## src/hdl/bwe_pkg.sv

```systemverilog
// Package with shared types, constants and the sequencer state type for the byte window entropy block.
package bwe_pkg;

  // Fixed sizes of the histogram and of the result fields.
  localparam int NBINS     = 256;
  localparam int BIN_W     = 8;
  localparam int Q_W       = 17;
  localparam int CNT_OUT_W = 21;
  localparam int Q_SHIFT   = 16;
  // Log mantissa is Q1.30, which takes 31 bits.
  localparam int MANT_W    = 31;

  localparam logic [Q_W-1:0] Q_ONE = 17'd65536;

  // Status codes of a result.
  localparam logic [1:0] STAT_OK     = 2'd0;
  localparam logic [1:0] STAT_SINGLE = 2'd1;
  localparam logic [1:0] STAT_LONG   = 2'd2;

  typedef struct packed {
    logic [7:0] data_byte;
    logic       last;
  } in_item_t;

  typedef struct packed {
    logic [16:0] entropy_q16;
    logic [20:0] byte_count;
    logic [1:0]  status;
  } result_t;

  // Head of the item queue as the back end sees it.
  typedef struct packed {
    logic     valid;
    in_item_t item;
  } q_head_t;

  typedef enum logic [3:0] {
    ST_CLR,
    ST_IDLE,
    ST_RD,
    ST_WR,
    ST_WK_RD,
    ST_WK_DAT,
    ST_WK_LOG,
    ST_WK_MUL,
    ST_POS,
    ST_PLOG,
    ST_PMUL,
    ST_BLOG,
    ST_DIV1,
    ST_DIV2,
    ST_OUT
  } back_state_t;

endpackage

```

## src/hdl/bwe_front.sv

```systemverilog
// Front end: accepts items and holds them in a short queue for the back end.
module bwe_front import bwe_pkg::*; (
  input  logic     clk,
  input  logic     rst,
  input  logic     start,
  input  in_item_t item,
  input  logic     hold,
  input  logic     pop,
  output q_head_t  head,
  output logic     busy
);

  localparam int DEPTH = 4;
  localparam int AW    = $clog2(DEPTH);

  in_item_t       entries [DEPTH];
  logic [AW-1:0]  wptr;
  logic [AW-1:0]  rptr;
  logic [AW:0]    cnt;
  logic           push;

  // The queue refuses items when full or while the histogram is cleared.
  assign busy = hold | (cnt == (AW+1)'(DEPTH));
  assign push = start & ~busy;

  assign head.valid = (cnt != '0);
  assign head.item  = entries[rptr];

  always_ff @(posedge clk) begin
    if (push) begin
      entries[wptr] <= item;
    end
  end

  // Pointers and fill count.
  always_ff @(posedge clk) begin
    if (rst) begin
      wptr <= '0;
      rptr <= '0;
      cnt  <= '0;
    end else begin
      if (push) begin
        wptr <= wptr + 1'b1;
      end
      if (pop) begin
        rptr <= rptr + 1'b1;
      end
      case ({push, pop})
        2'b10:   cnt <= cnt + 1'b1;
        2'b01:   cnt <= cnt - 1'b1;
        default: cnt <= cnt;
      endcase
    end
  end

endmodule

```

## config.mk

```make
export PLATFORM = sky130hd
export DESIGN_NAME = bwe_front
export DESIGN_NICKNAME = d
export VERILOG_FILES = /design/src/hdl/bwe_pkg.sv /design/src/hdl/bwe_front.sv
export SDC_FILE = /design/constraint.sdc
export NUM_CORES = 1
export LEC_CHECK = 0
export ABC_AREA = 0
export CORE_MARGIN = 4
export CORE_UTILIZATION = 55
export DETAILED_ROUTE_END_ITERATION = 7
export DONT_BUFFER_PORTS = 1
export GPL_TIMING_DRIVEN = 0
export PLACE_DENSITY = 0.73
export SYNTH_ARGS = -nofsm -noshare
export SYNTH_HDL_FRONTEND = slang
export SYNTH_SLANG_ARGS = --single-unit
```

## constraint.sdc

```tcl
create_clock -name clk -period 1.8 [get_ports clk]
set_clock_uncertainty 0.05 [all_clocks]
set_input_delay 0.27 -clock clk [delete_from_list [all_inputs] [get_ports clk]]
set_output_delay 0.27 -clock clk [all_outputs]
set_load 0.01 [all_outputs]
```

; Yosys cells after proc, flatten, opt, wreduce, memory -nomap -nowiden
; Memory sizes are Yosys's and may differ from the RTL's. A register that Yosys moved wholly into a read port is not among the register bits.
; Cells that the tools add are included.
[word_totals]
latch_bits = 0
register_bits = 7
in_bits = 14
output_inout_bits = 11
wordCells = 21
memories = 1
rom_bits = 0
ramBits = 36
[mem_list]
columns = memory, words, word_bits, rd, rd_clocked_by_memory_dff, wr, line_no
row1 = entries, 4, 9, 1, 1, 1, bwe_front.sv:16  ; in_item_t entries [DEPTH];
[op_classes]
muxes = 5
n_addsub = 4
div_mod_pow = 0
eq_ne = 3
multipliers = 0
n_reduce_logical = 2
shifts = 0
n_lt_le_gt_ge = 0
n_bitwise = 3
[op_table]
columns = operator, count
row1 = case mux 3 bit (2 select lines), 1
row2 = adder 2 x 1 -> 2 bit (second input constant), 2
row3 = two-way mux 2 bit, 2
row4 = adder 3 x 1 -> 3 bit (second input constant), 1
row5 = equality test 3 bit (second input constant), 1
row6 = nonzero test 3 bit, 1
row7 = subtractor 3 x 1 -> 3 bit (second input constant), 1
row8 = equality test 2 x 1 -> 1 bit (second input constant), 1
row9 = equality test 2 bit (second input constant), 1
row10 = two-way mux 1 bit, 2
row11 = nonzero test 2 bit, 1
row12 = bitwise AND 1 bit, 1
row13 = NOT 1 bit, 1
row14 = OR 1 bit, 1

; Depth between registers and ports, before layout
[logic_depth]
depth_word = 6
mapped_depth = 9
ltp_nobuf = 9

; Worst setup path before layout
; No wires, ideal clock.
[synth_path]
path_type = register to register
start = register cnt[1]
end = register cnt[2]
t_required_ns = 1.680
path_slack_ns = -0.108
setup_ns = 0.070
path_stages_with_launch = 10
arrival_time_ns = 1.788
period_less_slack_ns = 1.908
cell_sequence = dfxtp_1 nor2_2 a21oi_4 inv_1 ha_1 inv_1 fa_1 xor2_1 or3_1 a21oi_1
[synth_via]
elab_chain_len = 6
[synth_rtl]
columns = item, line_no
row1 = from (decl), bwe_front.sv:19  ; logic [AW:0] cnt;
row2 = from (signal assigned), bwe_front.sv:49  ; 2'b10: cnt <= cnt + 1'b1;
row3 = from (signal assigned), bwe_front.sv:50  ; 2'b01: cnt <= cnt - 1'b1;
row4 = from (signal assigned), bwe_front.sv:51  ; default: cnt <= cnt;
row5 = equality test 3 bit, bwe_front.sv:23  ; assign busy = hold | (cnt == (AW+1)'(DEPTH));
row6 = OR 1 bit, bwe_front.sv:23
row7 = NOT 1 bit, bwe_front.sv:24  ; assign push = start & ~busy;
row8 = bitwise AND 1 bit, bwe_front.sv:24
row9 = equality test 2 x 1 -> 1 bit / equality test 2 bit (equally long branches), bwe_front.sv:48  ; case ({push, pop})
row10 = case mux 3 bit (2 select lines) / nonzero test 2 bit (equally long branches), -
; Several ways; a longest one is shown, not always the timed one.
; A chain may end at the register's enable or synchronous reset.

; Worst setup path in the final report
[layout_path]
start = register cnt[0]
end = register cnt[2]
; Same word-level chain as after synthesis.

==> flow_metrics.tcl <==
set metrics [dict create \
    synthesis.instances 99 \
    r2r_end "cnt[2]$_SDFFE_PP0P_" \
    drt-pass1-iter-count 4 \
    synth_cell_types 23 \
    drtIter0Drc 19 \
    status "finished with violations" \
    cp_max_fo 2 \
    core_um2 3078 \
    grt-ovfl-total 0 \
    timing.rr.start "cnt[0]$_SDFFE_PP0P_" \
    clkLatencyLatePin_ps 340 \
    grt_pass1_vias 909 \
    ff2ff_setup_slack_ps -20 \
    syn_nets 119 \
    clock.fmax_ghz 0.5489 \
    drive_gt1_share_pct 28.69 \
    p_sw_share_pct 22.52 \
    cts_buffers 5 \
    drv_slew 0 \
    fp.dieH_um 64.96 \
    power_leakage_uw 0.0007185 \
    start_util_pct 57.97 \
    finalInstanceArea_um2 2105 \
    hold_viol 0 \
    drc 0 \
    cts_tree "done" \
    antenna_found_initial 0 \
    portBuffers 0 \
    synth.largest_area_cell "edfxtp_1" \
    area_delta_synth_final_pct 17.95 \
    mappedNetlistArea_um2 1784 \
    seq_area_frac_synth_pct 70.69 \
    max_cap_viol_count 0 \
    setup_slack_ps -21.95 \
    worstMarginPinSlew_ps 508.0 \
    end_kind "register" \
    routedWlPerCell_um 16.58 \
    clk_pin_slew_ps 110 \
    rsz0062_at_grt "yes" \
    cts.sinks 45 \
    worstSetupStartpoint "cnt[0]$_SDFFE_PP0P_" \
    clockBufferDepth 2 \
    routed-via-count 865 \
    internal_power_uw 1622 \
    cp-endpoint "cnt[2]$_SDFFE_PP0P_" \
    viasPerCell 5.211 \
    crit_arrival_ps 2050 \
    powerDensity_nw_per_um2 994.9 \
    drt-total-wl_um 2753 \
    ant_nets 0 \
    diodes 0 \
    peakVddDrop_uv 589.3 \
    cts-root-buf "clkbuf_4" \
    fin_crit_sh_pct 101.2 \
    worstPathRequired_ps 2030 \
    floorplan.die_area_um2 4219 \
    critPathKind "register to register" \
    synth_warnings 0 \
    ios 25 \
    row_count 20 \
    tns_ps -21.95 \
    p_sw_uw 471.6 \
    num-nets-final 141 \
    gp_congestion 0.6719 \
    fillCellCount 222 \
    slew_headroom_pct 66.13 \
    setup_viol 1 \
    cts_max_level 2 \
    r2r_cells 9 \
    violations "setup timing" \
    yosys-top-cells-area "edfxtp_1 61%, mux4_2 11%, dfxtp_1 10%" \
    synth_top_cell_area_share_pct 60.59 \
    holdCritPathClass "input pin to register" \
    pwr-share-clk_pct 28.0 \
    grt_usage_pct 14.95 \
    place_area_um2 1851 \
    syn_avg_cell_area_um2 18.02 \
    pwr-share-comb_pct 14.4 \
    hpwlAfterDp_um 1638 \
    ys_ff_latch 45 \
    grt_first_pass_wirelength_um 4450 \
    grt_max_degree 15 \
    power_frac_seq_pct 57.6 \
    die_x_um 64.96 \
    period_minus_slack_ps 1822 \
    crit_path_start_kind "register" \
]
-- critical path: stages (launching register included) --
cell,delay [ps]
dfxtp_4,370
nor2_4,130
a21oi_4,70
inv_2,70
ha_4,130
inv_2,40
fa_2,340
xor2_1,150
or3_1,320
a21oi_2,110
-- through the flow --
stage / hold WS, ps / worst slack (ps) / power (µW) / cells / utilization [%]
after floorplan: 318.9 / -14.40 / 1414 / 99 / -
after global placement: 319.0 / -80.30 / 1445 / 143 / 60.12
after detailed placement: 319.0 / -114.0 / 1456 / 143 / 60.12
after CTS: 40.04 / -51.42 / 2088 / 164 / 67.03
after global routing: 44.55 / -109.0 / 2203 / 166 / 68.37
final: 51.74 / -21.95 / 2094 / 166 / 68.37
-- power groups by stage --
stage                     clock, µW  sequential [µW]  combinational (µW)
after global routing            657             1210                 334
after detailed placement          0             1230                 229
after global placement            0             1220                 222
after floorplan                   0             1220                 195
after CTS                       603             1200                 281
final                           586             1210                 302
-- cells in the mapped netlist --
| cell | instances |
|---|---|
| nor2_1 | 8 |
| fa_1 | 1 |
| mux2_4 | 1 |
| ha_1 | 5 |
| o21ai_0 | 1 |
| clkbuf_2 | 1 |
| a21oi_4 | 1 |
| dfxtp_1 | 9 |
| and2_1 | 4 |
| nor2_2 | 1 |
| a21oi_1 | 2 |
| xor2_1 | 3 |
| buf_6 | 1 |
| or3_1 | 2 |
| a21o_1 | 1 |
| nand2_1 | 1 |
| xnor2_1 | 1 |
| inv_1 | 6 |
| edfxtp_1 | 36 |
| mux4_2 | 9 |
| clkbuf_1 | 1 |
| nand2b_1 | 3 |
| mux2i_1 | 1 |
-- registers in the layout (all words and copies together) (netlist names), named ones only --
name and count:
wptr 2, rptr 2, entries 36, cnt 3
-- area by class of cell --
type                       instances  area, µm²  area share [%]
tap                               44      55.05           2.616
timing repair buffer              15      152.6           7.253
clock buffer                       6      41.29           1.962
buffer                             3      23.77           1.130
sequential                        45       1270           60.34
clock inverter                     2      35.03           1.665
inverter                           6      22.52           1.070
multi-input combinational         45      504.2           23.96
-- layout by cell type, fill, tap and decap left out, drive strengths merged, types with 2 or more instances in the layout --
cell	n
clkbuf	9
nor2	9
nand2b	3
edfxtp	36
buf	6
dlygate4sd3	9
dfxtp	9
mux4	9
inv	6
ha	5
a21oi	3
and2	4
or3	2
xor2	3
-- worst min-delay path by stage --
stage	to	from	slack, ps	cells past startpoint
finish	register	pop	50	2
global route	register	pop	40	2
CTS	register	pop	40	2
detailed placement	entries[3][5]$_DFFE_PP_	item[5]	320	0
global placement	entries[2][2]$_DFFE_PP_	item[2]	320	0
floorplan	entries[0][0]$_DFFE_PP_	item[0]	320	0
-- what timing repair did --
| action | CTS | global route |
|---|---|---|
| setup endpoints to repair | 2 | 10 |
| setup buffers | 4 | 1 |
| gates resized for setup | 6 | 3 |
| gates cloned | 0 | 1 |
| hold endpoints to repair | 36 | 0 |
| pin swaps | 6 | 2 |
| hold buffers | 9 | 0 |
-- metal layers --
metal	track usage [%]	vias to the layer above	wire, µm
met3	5.546	7	165
met1	17.65	425	1125
met5	0	-	0
met2	24.52	23	1409
li1	-	410	-
met4	6.332	0	53
-- logic make-up after synthesis --
kind of cell | count (synthesis) | share of synthesized area, %
AND/OR/NAND/NOR | 19 | 5.400
flip-flops | 45 | 70.69
buffers and inverters | 9 | 2.384
AO/OA/AOI/OAI | 5 | 2.174
adder cells (fa/ha/maj) | 6 | 4.628
multiplexers | 11 | 12.76
XOR/XNOR | 4 | 1.964
Note: power is estimated with default switching activity, not from simulation.
